==> src/design/uwt_pkg.sv <==
// Shared constants and types for the card identifier whitelist table.
package uwt_pkg;

    localparam int CAPACITY   = 16;
    localparam int ID_W       = 32;
    localparam int MODE_W     = 2;
    localparam int ENTRY_CNT_W = 5;
    localparam int COUNT_W    = $clog2(CAPACITY + 1);
    localparam int IDX_W      = (CAPACITY > 1) ? $clog2(CAPACITY) : 1;

    typedef enum logic [MODE_W-1:0] {
        OP_LOOKUP = 2'd0,
        OP_STORE  = 2'd1,
        OP_REMOVE = 2'd2,
        OP_CLEAR  = 2'd3
    } op_t;

    typedef struct packed {
        logic load;     // capture the input item
        logic compare;  // register the match vector
        logic commit;   // update table and count, write the result register
    } uwt_cmd_t;

endpackage

==> src/design/uwt_ctrl.sv <==
// Controller state machine sequencing load, compare and commit steps.
module uwt_ctrl (
    input  logic               clk,
    input  logic               rst_n,
    input  logic               in_valid,
    output logic               in_ready,
    output logic               out_valid,
    input  logic               out_ready,
    output uwt_pkg::uwt_cmd_t  cmd
);

    typedef enum logic [1:0] {
        ST_IDLE,
        ST_CMP,
        ST_UPD
    } state_t;

    state_t state_reg;
    state_t state_next;
    logic   out_valid_reg;
    logic   out_valid_next;
    logic   slot_free;

    // The result register can take a new result when empty or being drained.
    assign slot_free = !out_valid_reg || out_ready;

    assign in_ready = (state_reg == ST_IDLE) || ((state_reg == ST_UPD) && slot_free);

    assign cmd.load    = in_valid && in_ready;
    assign cmd.compare = (state_reg == ST_CMP);
    assign cmd.commit  = (state_reg == ST_UPD) && slot_free;

    always_comb
    begin
        state_next = state_reg;
        unique case (state_reg)
            ST_IDLE:
            begin
                if (cmd.load)
                begin
                    state_next = ST_CMP;
                end
            end
            ST_CMP:
            begin
                state_next = ST_UPD;
            end
            ST_UPD:
            begin
                if (slot_free)
                begin
                    state_next = cmd.load ? ST_CMP : ST_IDLE;
                end
            end
            default:
            begin
                state_next = ST_IDLE;
            end
        endcase
    end

    always_comb
    begin
        priority if (cmd.commit)
        begin
            out_valid_next = 1'b1;
        end
        else if (out_ready)
        begin
            out_valid_next = 1'b0;
        end
        else
        begin
            out_valid_next = out_valid_reg;
        end
    end

    always_ff @(posedge clk or negedge rst_n)
    begin
        if (!rst_n)
        begin
            state_reg     <= ST_IDLE;
            out_valid_reg <= 1'b0;
        end
        else
        begin
            state_reg     <= state_next;
            out_valid_reg <= out_valid_next;
        end
    end

    assign out_valid = out_valid_reg;

endmodule

==> src/design/uwt_dpath.sv <==
// Datapath: identifier table registers, parallel compare, compaction and result register.
module uwt_dpath (
    input  logic                                 clk,
    input  logic                                 rst_n,
    input  uwt_pkg::uwt_cmd_t                    cmd,
    input  logic [uwt_pkg::MODE_W-1:0]           mode,
    input  logic [uwt_pkg::ID_W-1:0]             card_id,
    output logic                                 hit,
    output logic                                 status,
    output logic [uwt_pkg::ENTRY_CNT_W-1:0]      entry_count
);

    logic [uwt_pkg::MODE_W-1:0]      mode_reg;
    logic [uwt_pkg::ID_W-1:0]        id_reg;
    logic [uwt_pkg::ID_W-1:0]        table_reg [uwt_pkg::CAPACITY];
    logic [uwt_pkg::COUNT_W-1:0]     count_reg;
    logic [uwt_pkg::COUNT_W-1:0]     count_next;
    logic [uwt_pkg::CAPACITY-1:0]    match_reg;
    logic [uwt_pkg::CAPACITY-1:0]    match_next;
    logic [uwt_pkg::CAPACITY-1:0]    first_oh;
    logic [uwt_pkg::CAPACITY-1:0]    shift_mask;
    logic                            any_match;
    logic                            full;
    logic                            hit_next;
    logic                            status_next;
    logic                            hit_reg;
    logic                            status_reg;
    logic [uwt_pkg::ENTRY_CNT_W-1:0] entry_count_reg;
    uwt_pkg::op_t                    op;

    assign op   = uwt_pkg::op_t'(mode_reg);
    assign full = (count_reg == uwt_pkg::COUNT_W'(uwt_pkg::CAPACITY));

    // Compare every live entry against the key at once.
    always_comb
    begin
        for (int k = 0; k < uwt_pkg::CAPACITY; k++)
        begin
            match_next[k] = (uwt_pkg::COUNT_W'(k) < count_reg) && (table_reg[k] == id_reg);
        end
    end

    // Isolate the first match; every entry from there on moves up one place.
    assign first_oh   = match_reg & (~match_reg + uwt_pkg::CAPACITY'(1));
    assign shift_mask = ~(first_oh - uwt_pkg::CAPACITY'(1));
    assign any_match  = |match_reg;

    always_comb
    begin
        count_next  = count_reg;
        hit_next    = 1'b0;
        status_next = 1'b0;
        unique case (op)
            uwt_pkg::OP_LOOKUP:
            begin
                hit_next = any_match;
            end
            uwt_pkg::OP_STORE:
            begin
                if (full)
                begin
                    status_next = 1'b1;
                end
                else
                begin
                    count_next = count_reg + uwt_pkg::COUNT_W'(1);
                end
            end
            uwt_pkg::OP_REMOVE:
            begin
                if (any_match)
                begin
                    hit_next   = 1'b1;
                    count_next = count_reg - uwt_pkg::COUNT_W'(1);
                end
            end
            uwt_pkg::OP_CLEAR:
            begin
                count_next = '0;
            end
            default:
            begin
                count_next = count_reg;
            end
        endcase
    end

    always_ff @(posedge clk)
    begin
        if (cmd.load)
        begin
            mode_reg <= mode;
            id_reg   <= card_id;
        end
        if (cmd.compare)
        begin
            match_reg <= match_next;
        end
    end

    always_ff @(posedge clk)
    begin
        if (cmd.commit)
        begin
            if ((op == uwt_pkg::OP_REMOVE) && any_match)
            begin
                for (int k = 0; k < uwt_pkg::CAPACITY - 1; k++)
                begin
                    if (shift_mask[k])
                    begin
                        table_reg[k] <= table_reg[k + 1];
                    end
                end
            end
            else if ((op == uwt_pkg::OP_STORE) && !full)
            begin
                table_reg[count_reg[uwt_pkg::IDX_W-1:0]] <= id_reg;
            end
        end
    end

    always_ff @(posedge clk or negedge rst_n)
    begin
        if (!rst_n)
        begin
            count_reg <= '0;
        end
        else if (cmd.commit)
        begin
            count_reg <= count_next;
        end
    end

    always_ff @(posedge clk)
    begin
        if (cmd.commit)
        begin
            hit_reg         <= hit_next;
            status_reg      <= status_next;
            entry_count_reg <= uwt_pkg::ENTRY_CNT_W'(count_next);
        end
    end

    assign hit         = hit_reg;
    assign status      = status_reg;
    assign entry_count = entry_count_reg;

endmodule

==> src/design/uid_whitelist_table.sv <==
// Top level of the card identifier whitelist table.
//
// A packed table of up to 16 32-bit card identifiers with a fill count.
// Each input transfer carries a mode and a card_id: lookup (0) sets hit when
// any stored entry equals card_id; store (1) appends card_id when the table
// is not full (no duplicate check) and otherwise sets status to flag the
// table full; remove (2) deletes the first matching entry, moves the later
// entries up one place and sets hit; clear (3) empties the table. Every
// input transfer gives exactly one output transfer that also carries the
// entry_count after the operation. Once accepted, an item passes through
// a compare step that registers the parallel compare of all live entries
// and a commit step that updates the table and the result register.
// A new item is taken during the commit step of the one before. The
// result register holds a finished result while the next item is already
// in compare; only a result still unclaimed at the next commit stalls the
// block. Table contents are not cleared by reset or by clear; only the
// fill count is, and entries at or beyond it are never compared.
module uid_whitelist_table (
    input  logic                                clk,
    input  logic                                rst_n,
    input  logic                                in_valid,
    output logic                                in_ready,
    input  logic [uwt_pkg::MODE_W-1:0]          mode,
    input  logic [uwt_pkg::ID_W-1:0]            card_id,
    output logic                                out_valid,
    input  logic                                out_ready,
    output logic                                hit,
    output logic                                status,
    output logic [uwt_pkg::ENTRY_CNT_W-1:0]     entry_count
);

    uwt_pkg::uwt_cmd_t cmd;

    // Sequence each transfer through load, compare and commit.
    uwt_ctrl u_ctrl (
        .clk       (clk),
        .rst_n     (rst_n),
        .in_valid  (in_valid),
        .in_ready  (in_ready),
        .out_valid (out_valid),
        .out_ready (out_ready),
        .cmd       (cmd)
    );

    // Hold the table, the count and the result register.
    uwt_dpath u_dpath (
        .clk         (clk),
        .rst_n       (rst_n),
        .cmd         (cmd),
        .mode        (mode),
        .card_id     (card_id),
        .hit         (hit),
        .status      (status),
        .entry_count (entry_count)
    );

endmodule

==> config.mk <==
export PLATFORM = sky130hd
export DESIGN_NAME = uid_whitelist_table
export DESIGN_NICKNAME = d
export VERILOG_FILES = /design/src/design/uwt_pkg.sv /design/src/design/uwt_ctrl.sv /design/src/design/uwt_dpath.sv /design/src/design/uid_whitelist_table.sv
export SDC_FILE = /design/constraint.sdc
export NUM_CORES = 1
export LEC_CHECK = 0
export ABC_CLOCK_PERIOD_IN_PS = 13100
export BUFFER_PORTS_ARGS = -buffer_cell sky130_fd_sc_hd__buf_2
export CAP_MARGIN = 15
export CORE_ASPECT_RATIO = 0.5
export CORE_MARGIN = 4
export CORE_UTILIZATION = 35
export CTS_CLUSTER_DIAMETER = 40
export CTS_CLUSTER_SIZE = 12
export DETAILED_ROUTE_END_ITERATION = 8
export SETUP_SLACK_MARGIN = 0.02
export SYNTH_ARGS = -nofsm -noshare
export SYNTH_HDL_FRONTEND = slang
export SYNTH_HIERARCHICAL = 1
export SYNTH_SLANG_ARGS = --single-unit
==> constraint.sdc <==
create_clock -name clk -period 13.1 [get_ports clk]
set_input_delay 2.62 -clock clk [delete_from_list [all_inputs] [get_ports clk]]
set_output_delay 2.62 -clock clk [all_outputs]
set_load 0.01 [all_outputs]
# Word-level counts from Yosys, hierarchy flattened
# Memory sizes are Yosys's and may differ from the RTL's.
# Index checks and enable logic that the tools add are counted.
word_totals:
  ff_bits: 65
  in_bits: 38
  mem_bits_rw: 512
  n_memories: 1
op_classes:
  n_lt_le_gt_ge: 16
  eq_ne: 24
  bitwise: 3
  muxes: 79
  addsub: 4
  reduce_logical: 30
mem_list:
  columns: ["name", "depth", "word_bits", "rd", "rd_clocked_by_memory_dff", "write_ports", "line", "rtl"]
  rows:
  - ["u_dpath.table_reg", 16, 32, 16, 0, 15, "uwt_dpath.sv:15", "logic [uwt_pkg::ID_W-1:0] table_reg [uwt_pkg::CAPACITY];"]
ops:
  columns: ["op", "count"]
  rows:
  - ["32-bit equality test", 16]
  - ["1-bit two-way mux", 70]
  - ["4-bit by 5-bit less-than comparator with 1-bit output (first input constant)", 8]
  - ["32-bit two-way mux", 1]
  - ["32-bit OR reduction", 1]
  - ["15-bit inverter", 2]
  - ["1-bit logical AND", 20]
  - ["3-bit by 5-bit less-than comparator with 1-bit output (first input constant)", 4]
  - ["16-bit OR reduction", 1]
  - ["15-bit by 1-bit adder with 15-bit output (second input constant)", 1]
  - ["15-bit bitwise AND", 1]
  - ["5-bit case mux with 3 select lines", 1]
  - ["15-bit by 1-bit subtractor with 15-bit output (second input constant)", 1]
  - ["1-bit by 5-bit less-than comparator with 1-bit output (first input constant)", 2]
  - ["2-bit by 5-bit less-than comparator with 1-bit output (first input constant)", 2]
  - ["5-bit two-way mux", 2]
  - ["2-bit equality test (second input constant)", 3]
  - ["2-bit case mux with 3 select lines", 1]
  - ["5-bit by 1-bit adder with 5-bit output (second input constant)", 1]
  - ["5-bit equality test (second input constant)", 1]
  - ["5-bit by 1-bit subtractor with 5-bit output (second input constant)", 1]
  - ["2-bit by 1-bit equality test with 1-bit output (second input constant)", 2]
  - ["2-bit logical NOT", 2]
  - ["2-bit two-way mux", 2]
  - ["other kinds (7)", 10]

# Logic depth before layout (Yosys ltp)
# Gate-level depths: netlist of the first run.
logic_depth:
  depth_word: 10
  mapped_depth: 10
  ltp_nobuf: 7

# Cells and area by module
# Netlist of the first run, hierarchy kept.
modules_own_cells:
  columns: ["module", "n_inst", "area_each_um2", "cells_each", "seq_area_each_um2"]
  rows:
  - ["uwt_dpath", 1, 29859.9, 2091, 17211.5]
  - ["uwt_ctrl", 1, 153.9, 16, 75.1]

# Least setup slack after synthesis of the first run
# Ideal clock, no wire load.
synth_path:
  path_type: "input-to-reg"
  startpoint: "input out_ready"
  endpoint: "memory u_dpath/table_reg[10][0] in the netlist's numbering (enable)"
  arrival_ns: 6.187
  setup_slack_ns: 6.447
  setup_ns: 0.466
  cell_stages: 9
  n_path_buf: 3
  path_cell_list: "nor2b_2 > nor2_1 > buf_4 > clkbuf_1 > nand2_1 > a21oi_1 > nand2_1 > buf_2 > o21ai_0"
synth_lines:
  columns: ["item", "line", "rtl"]
  rows:
  - ["start: declaration", "uid_whitelist_table.sv:26", "input logic out_ready,"]
  - ["end: declaration", "uwt_dpath.sv:15", null]

# Worst setup path in the final report of the first run
layout_path:
  startpoint: "input out_ready"
  endpoint: "output in_ready"
layout_between:
  elab_chain_cells: 3
layout_lines:
  columns: ["item", "line", "rtl"]
  rows:
  - ["1-bit logical OR", "uwt_ctrl.sv:25", "assign slot_free = !out_valid_reg || out_ready;"]
  - ["1-bit logical AND", "uwt_ctrl.sv:27", "assign in_ready = (state_reg == ST_IDLE) || ((state_reg == ST_UPD) && slot_free);"]
  - ["1-bit logical OR", "uwt_ctrl.sv:27", null]
  - ["end: declaration", "uid_whitelist_table.sv:22", "output logic in_ready,"]
# Every way passes these cells.

==> results of run 1 <==
synthesized netlist by cell type, drive strengths merged (2+ instances only):
master / n
a311oi: 3
o21bai: 4
xnor2: 168
a211oi: 2
dfrtp: 8
nor2: 24
nor3: 21
nand4: 50
nand2: 25
nand2b: 5
clkbuf: 112
or3: 3
o21ai: 19
inv: 6
and2: 5
a21oi: 11
a31o: 2
mux2: 481
nand3: 22
nor2b: 2
nand3b: 2
edfxtp: 569
o22ai: 2
o2111ai: 3
nor4: 101
xor2: 347
or4: 4
ha: 4
buf: 81
critical path, cell delays in order:
cell and delay, ns:
buf_2 0.11, nor2b_2 0.22, a21oi_1 0.10, buf_2 0.14
kinds of logic (layout without fill, tap and decap cells):
kind of cell	after synthesis	in the layout	synth area share
compound gates	61	61	0.0136
xor+xnor	515	515	0.150
fa+ha+maj	4	4	0.00167
buf+inv	199	241	0.0258
flops	577	577	0.576
mux	482	482	0.181
simple gates	269	269	0.0518
how the worst min path moves through the flow:
stage / start / endpoint / slack [ns] / cells after the start
6_report: u_ctrl/out_valid / u_ctrl/out_valid / 0.53 / 2
5_1_grt: u_ctrl/out_valid / u_ctrl/out_valid / 0.58 / 2
4_1_cts: u_ctrl/out_valid / u_ctrl/out_valid / 0.53 / 2
3_5_place_dp: u_ctrl/out_valid / u_ctrl/out_valid / 0.51 / 2
3_3_place_gp: u_ctrl/out_valid / u_ctrl/out_valid / 0.50 / 2
2_1_floorplan: u_dpath/id_reg[0] / u_dpath/table_reg[15][0] / 0.42 / 0
power groups by stage:
| stage | Clock (W) | Combinational, W | Sequential, W |
|---|---|---|---|
| 6_report | 0.00193 | 0.000466 | 0.00218 |
| 4_1_cts | 0.00197 | 0.000468 | 0.00218 |
| 2_1_floorplan | 0 | 0.000332 | 0.00217 |
| 3_3_place_gp | 0 | 0.000462 | 0.00222 |
| 5_1_grt | 0.00206 | 0.000506 | 0.00219 |
| 3_5_place_dp | 0 | 0.000465 | 0.00222 |
metal layers:
layer,vias to the layer above,part of all wire
li1,7815,-
met1,8563,0.48
met2,384,0.45
met3,106,0.051
met4,0,0.019
met5,-,0
metrics by stage:
step | setup WS (ns) | hold slack (ns)
after floorplan | 6.45 | 0.424
after global routing | 7.25 | 0.576
final | 7.29 | 0.531
after detailed placement | 7.25 | 0.514
after global placement | 7.29 | 0.503
after CTS | 7.29 | 0.529
cell type report:
type / instances / area (µm²)
Sequential cell: 577 / 17300
Inverter: 6 / 22.5
Clock buffer: 86 / 1880
Timing Repair Buffer: 113 / 733
Fill cell: 7699 / 50600
Multi-Input combinational cell: 1331 / 12000
Clock inverter: 36 / 384
Tap cell: 1116 / 1400
==> qor.csv, run 1 <==
stage;metric;value;unit
run_status;outcome;finished clean;
timing;hold_viol_final;0;
final_layout;drive_above_1_share;0.338;
clock_tree;cts_tree;done;
worst_hold_path;hp-class;reg -> reg;
synthesis;ys.flop_type;edfxtp_1;
routing;dr.pass1.iters;6;
synthesis;yosysUniqueCellTypes;60;
timing;fin_crit;5.81;ns
final_layout;final_cells;3265;
synthesis;yosysWarnings;6;
setup_path;critPathArrivalTime;3.19;ns
setup_path;critPathLaunchType;primary input;
floorplanning;fp-row-count;75;
synthesis;synth_top_area_frac;0.569;
clock_tree;cts.sinks;577;
clock_tree;clkSlewWorstSetupHoldPaths;0.06;ns
global_route;grt_pass1_vias;17676;
global_route;grt_max_degree;34;
setup_path;cp-end-kind;primary output;
global_route;antenna_found_initial;1;
global_route;grt.met2_usage;0.260;
setup_path;worstSetupStartpoint;out_ready;
final_layout;layout_commonest_cell;edfxtp_1;
power;combPwrFrac;0.102;
floorplanning;die_h;215;µm
timing;rsz0062_at_grt;no;
timing;setup_viol_count_final;0;
placed_design;hpwl;52200;µm
clock_tree;cts.path.max_buffers;3;
clock_tree;cts_buffers;72;
clock_tree;hold_buffers;0;
final_layout;syn2layout_area_growth;12.4;%
timing;slew_viol_final;0;
final_layout;final_cell_mix;569 x edfxtp_1, 481 x mux2_2, 347 x xor2_1;
routing;routed_wl;77600;µm
final_layout;largest_reg_flops;512;
synthesis;syn_inst;2107;
synthesis;syn_area_per_cell;14.2;µm²
routing;wl_per_cell;23.8;µm
global_route;top_usage_layer;met2;
synthesis;ys_async_sr_fraction;0.0139;
floorplanning;start_util;0.356;
floorplanning;core;84400;µm²
clock_tree;cts_setup_buffers;0;
global_route;grt.overflow.total;0;
setup_path;r2r_setup_slack;9.31;ns
power;p_clk_frac;0.421;
power;leakage;11.1;nW
setup_path;reg2reg_depth;5;
power;finalPower;0.00457;W
synthesis;syn_nets;2149;
power;p_sw_frac;0.256;
timing;max_slew_margin;0.300;
synthesis;synth-seq-area-share;0.576;
setup_path;critPathMaxFanout;4;
clock_tree;clock_latency;0.63;ns
timing;max_freq;0.172;GHz
synthesis;yosys.area.top_type;edfxtp_1;
timing;fin_setup_tns;0;ns
synthesis;syn-cell-area;30000;µm²
setup_path;endpoint;in_ready;
synthesis;synthTopCellsByArea;edfxtp_1 57%, mux2_2 18%, xor2_1 10%;
job;maxCapViolCount;0;
setup_path;worstReg2RegEnd;u_dpath/table_reg[9][28];
global_route;grt_pass1_wl;116000;µm
power;powerDensity;136;nW/µm²
routing;ant_nets;0;
timing;worstMarginPinSlew;1.05;ns
clock_tree;cts_root_buf;clkbuf_16;
timing;finClkSkew;0.0325;ns
floorplanning;fp.dieW;422;µm
routing;num_vias;16868;
synthesis;synth_edf_count;569;
setup_path;worstPathRequired;10.48;ns
power;switching_power;0.00117;W
power;seq_power_share;0.477;
placed_design;placed_area;31500;µm²
global_route;grt_usage;0.168;
final_layout;antenna_cells;0;
routing;initialDrtViolationCount;1519;
placed_design;globalplace.congestion;0.857;
global_route;grt_use_met3;0.0367;
power;p_int;0.00340;W
routing;viasPerCell;5.17;
placed_design;port_buffers;46;
placed_design;dp_cells;3143;
clock_tree;cts.repair.resized;0;
final_layout;final_area;33700;µm²
floorplanning;pin_count;47;
synthesis;ys_seq_elements;577;
setup_path;timing.rr.start;u_dpath/match_reg[0];
final_layout;nNetsFinal;2143;
timing;period_share;0.443;
clock_tree;cts_max_level;3;
final_layout;utilization;0.400;
routing;drc_errors;0;
setup_path;critical_path_class;in -> out;
power;ir_worst_vdd;0.0936;mV
global_route;grt_util_met1;0.242;
floorplanning;die_area;90800;µm²
Power figures use the tool's default switching activity.
==> run 2: changes to the inputs <==
Settings changed: ABC_CLOCK_PERIOD_IN_PS 13100 to 5800.
Clock period 13.1 ns to 5.8 ns, I/O delays scaled along.
==> run 2 against run 1 <==
Against the previous run: worst setup slack lost 5.0 ns; first-iteration DRC count shrank 7.6%; global-route usage grew 0.29 points; hold slack lost 0.13 ns; combinational power grew 130%; via count grew 1.5%; sequential power grew 130%; die area is the same; clock skew shrank 0.0078 ns; sequential share of layout area is essentially flat; design area is essentially flat; highest routed layer is now met5.
==> qor.csv, run 2 (synthesis gave the netlist of run 1 again) <==
stage;metric;value;unit
placed_design;hpwl;53800;µm
clock_tree;clock_latency;0.61;ns
setup_path;critical_path_class;in -> reg;
timing;fin_setup_tns;0;ns
final_layout;nNetsFinal;2149;
global_route;grt_max_degree;35;
routing;dr.pass1.iters;5;
clock_tree;cts_setup_buffers;0;
timing;layout_setup_ws;2.29;ns
timing;hold_viol_final;0;
power;ir_worst_vdd;0.214;mV
setup_path;cp-end-kind;flip-flop;
timing;slew_viol_final;0;
placed_design;globalplace.congestion;0.833;
run_status;outcome;finished clean;
timing;finClkSkew;0.0247;ns
floorplanning;fp-row-count;75;
final_layout;antenna_cells;0;
floorplanning;pin_count;47;
routing;viasPerCell;5.24;
placed_design;port_buffers;46;
clock_tree;clkSlewWorstSetupHoldPaths;0.06;ns
final_layout;fill_cells;7756;
floorplanning;die_area;90800;µm²
global_route;antenna_found_initial;3;
final_layout;drive_above_1_share;0.338;
job;maxCapViolCount;0;
global_route;grt_usage;0.171;
setup_path;worstPathRequired;6.02;ns
final_layout;syn2layout_area_growth;12.4;%
routing;drc_errors;0;
timing;max_slew_margin;0.303;
timing;period_share;0.605;
floorplanning;start_util;0.356;
global_route;grt.overflow.total;0;
final_layout;final_cell_mix;569 x edfxtp_1, 481 x mux2_2, 347 x xor2_1;
final_layout;utilization;0.400;
setup_path;critPathMaxFanout;33;
placed_design;preCtsSetupSlack;1.64;ns
power;powerDensity;304;nW/µm²
clock_tree;hold_buffers;0;
global_route;grt_pass1_wl;117000;µm
timing;worstMarginPinSlew;1.04;ns
clock_tree;cts_tree;done;
timing;holdWs;0.402;ns
clock_tree;cts_root_buf;clkbuf_16;
timing;max_freq;0.285;GHz
routing;ant_nets;0;
floorplanning;core;84400;µm²
setup_path;critPathArrivalTime;3.73;ns
global_route;grt_pass1_vias;17596;
setup_path;critPathLaunchType;primary input;
floorplanning;fp.dieW;422;µm
floorplanning;die_h;215;µm
clock_tree;cts.repair.resized;0;
clock_tree;cts_max_level;3;
worst_hold_path;hp-class;in -> async;
routing;num_vias;17114;
power;leakage;11.1;nW
timing;rsz0062_at_grt;no;
timing;setup_viol_count_final;0;
clock_tree;cts_buffers;69;
routing;initialDrtViolationCount;1403;
clock_tree;cts.sinks;577;
clock_tree;cts.path.max_buffers;3;
final_layout;largest_reg_flops;512;
routing;wl_per_cell;24.2;µm
timing;fin_crit;3.51;ns
final_layout;layout_commonest_cell;edfxtp_1;
routing;routed_wl;79100;µm
[run 2: cell count changes in the layout (fill, tap and decap cells not counted), sizes merged]
cell	before	now
clkbuf	86	83
inv	21	8
clkinv	11	14
clkinvlp	5	8
bufinv	5	8
buf	113	122
[run 2: per-layer routing]
layer  global-route usage  up-vias  part of all wire
li1                     -     7779                 -
met1                0.249     8761              0.47
met2                0.264      453              0.45
met3               0.0319      117             0.057
met4               0.0432        4             0.022
met5                    0        -           0.00030
[run 2: worst max-delay path, stage by stage]
cell      delay (ns)
buf_2           0.09
nor2b_2         0.06
nor2_1          0.11
buf_4           0.22
nand3b_1        0.30
nor3b_1         0.44
and2_1          0.18
buf_4           0.39
a31o_2          0.75
[run 2: worst paths after layout]
kind | cells after the start | slack [ns] | endpoint | startpoint
hold reg to reg | 2 | 0.54 | u_ctrl/out_valid | u_ctrl/out_valid
setup reg to reg | 8 | 2.42 | u_dpath/table_reg[5][14] | u_ctrl/out_valid
setup / recovery | 9 | 2.29 | u_dpath/table_reg[5][14] | out_ready
hold / removal | 1 | 0.40 | u_ctrl/state_reg[0] | rst_n
min in group clk | 2 | 0.54 | u_ctrl/out_valid | u_ctrl/out_valid
max in group asynchronous | 1 | 5.20 | u_dpath/count_reg[1] | rst_n
[run 2: per-stage QoR]
| stage | instance area [µm²] | cells | total power [W] |
|---|---|---|---|
| final | 33700 | 3267 | 0.0103 |
| after global routing | 33700 | 3267 | 0.0106 |
| after CTS | 33700 | 3267 | 0.0103 |
| after detailed placement | 31600 | 3152 | 0.00607 |
| after global placement | 31600 | 3152 | 0.00606 |
| after floorplan | 30000 | 2107 | 0.00565 |
[run 2: power by group]
part | switching (W) | total [W] | leakage, nW | internal (W)
Sequential | 0.000189 | 0.00493 | 5.27 | 0.00474
Clock | 0.00171 | 0.00426 | 1.04 | 0.00255
Combinational | 0.000674 | 0.00106 | 4.79 | 0.000386
Total | 0.00257 | 0.0103 | 11.1 | 0.00768
[run 2: final cells by class]
class                   instances  area, µm²  area share
clock buffers                  83       1790      0.0530
repair buffers                122        838      0.0248
well taps                    1116       1400      0.0414
clock inverters                32        392      0.0116
inverters                       6       22.5    0.000667
flip-flops and latches        577      17300       0.512
multi-input cells            1331      12000       0.356
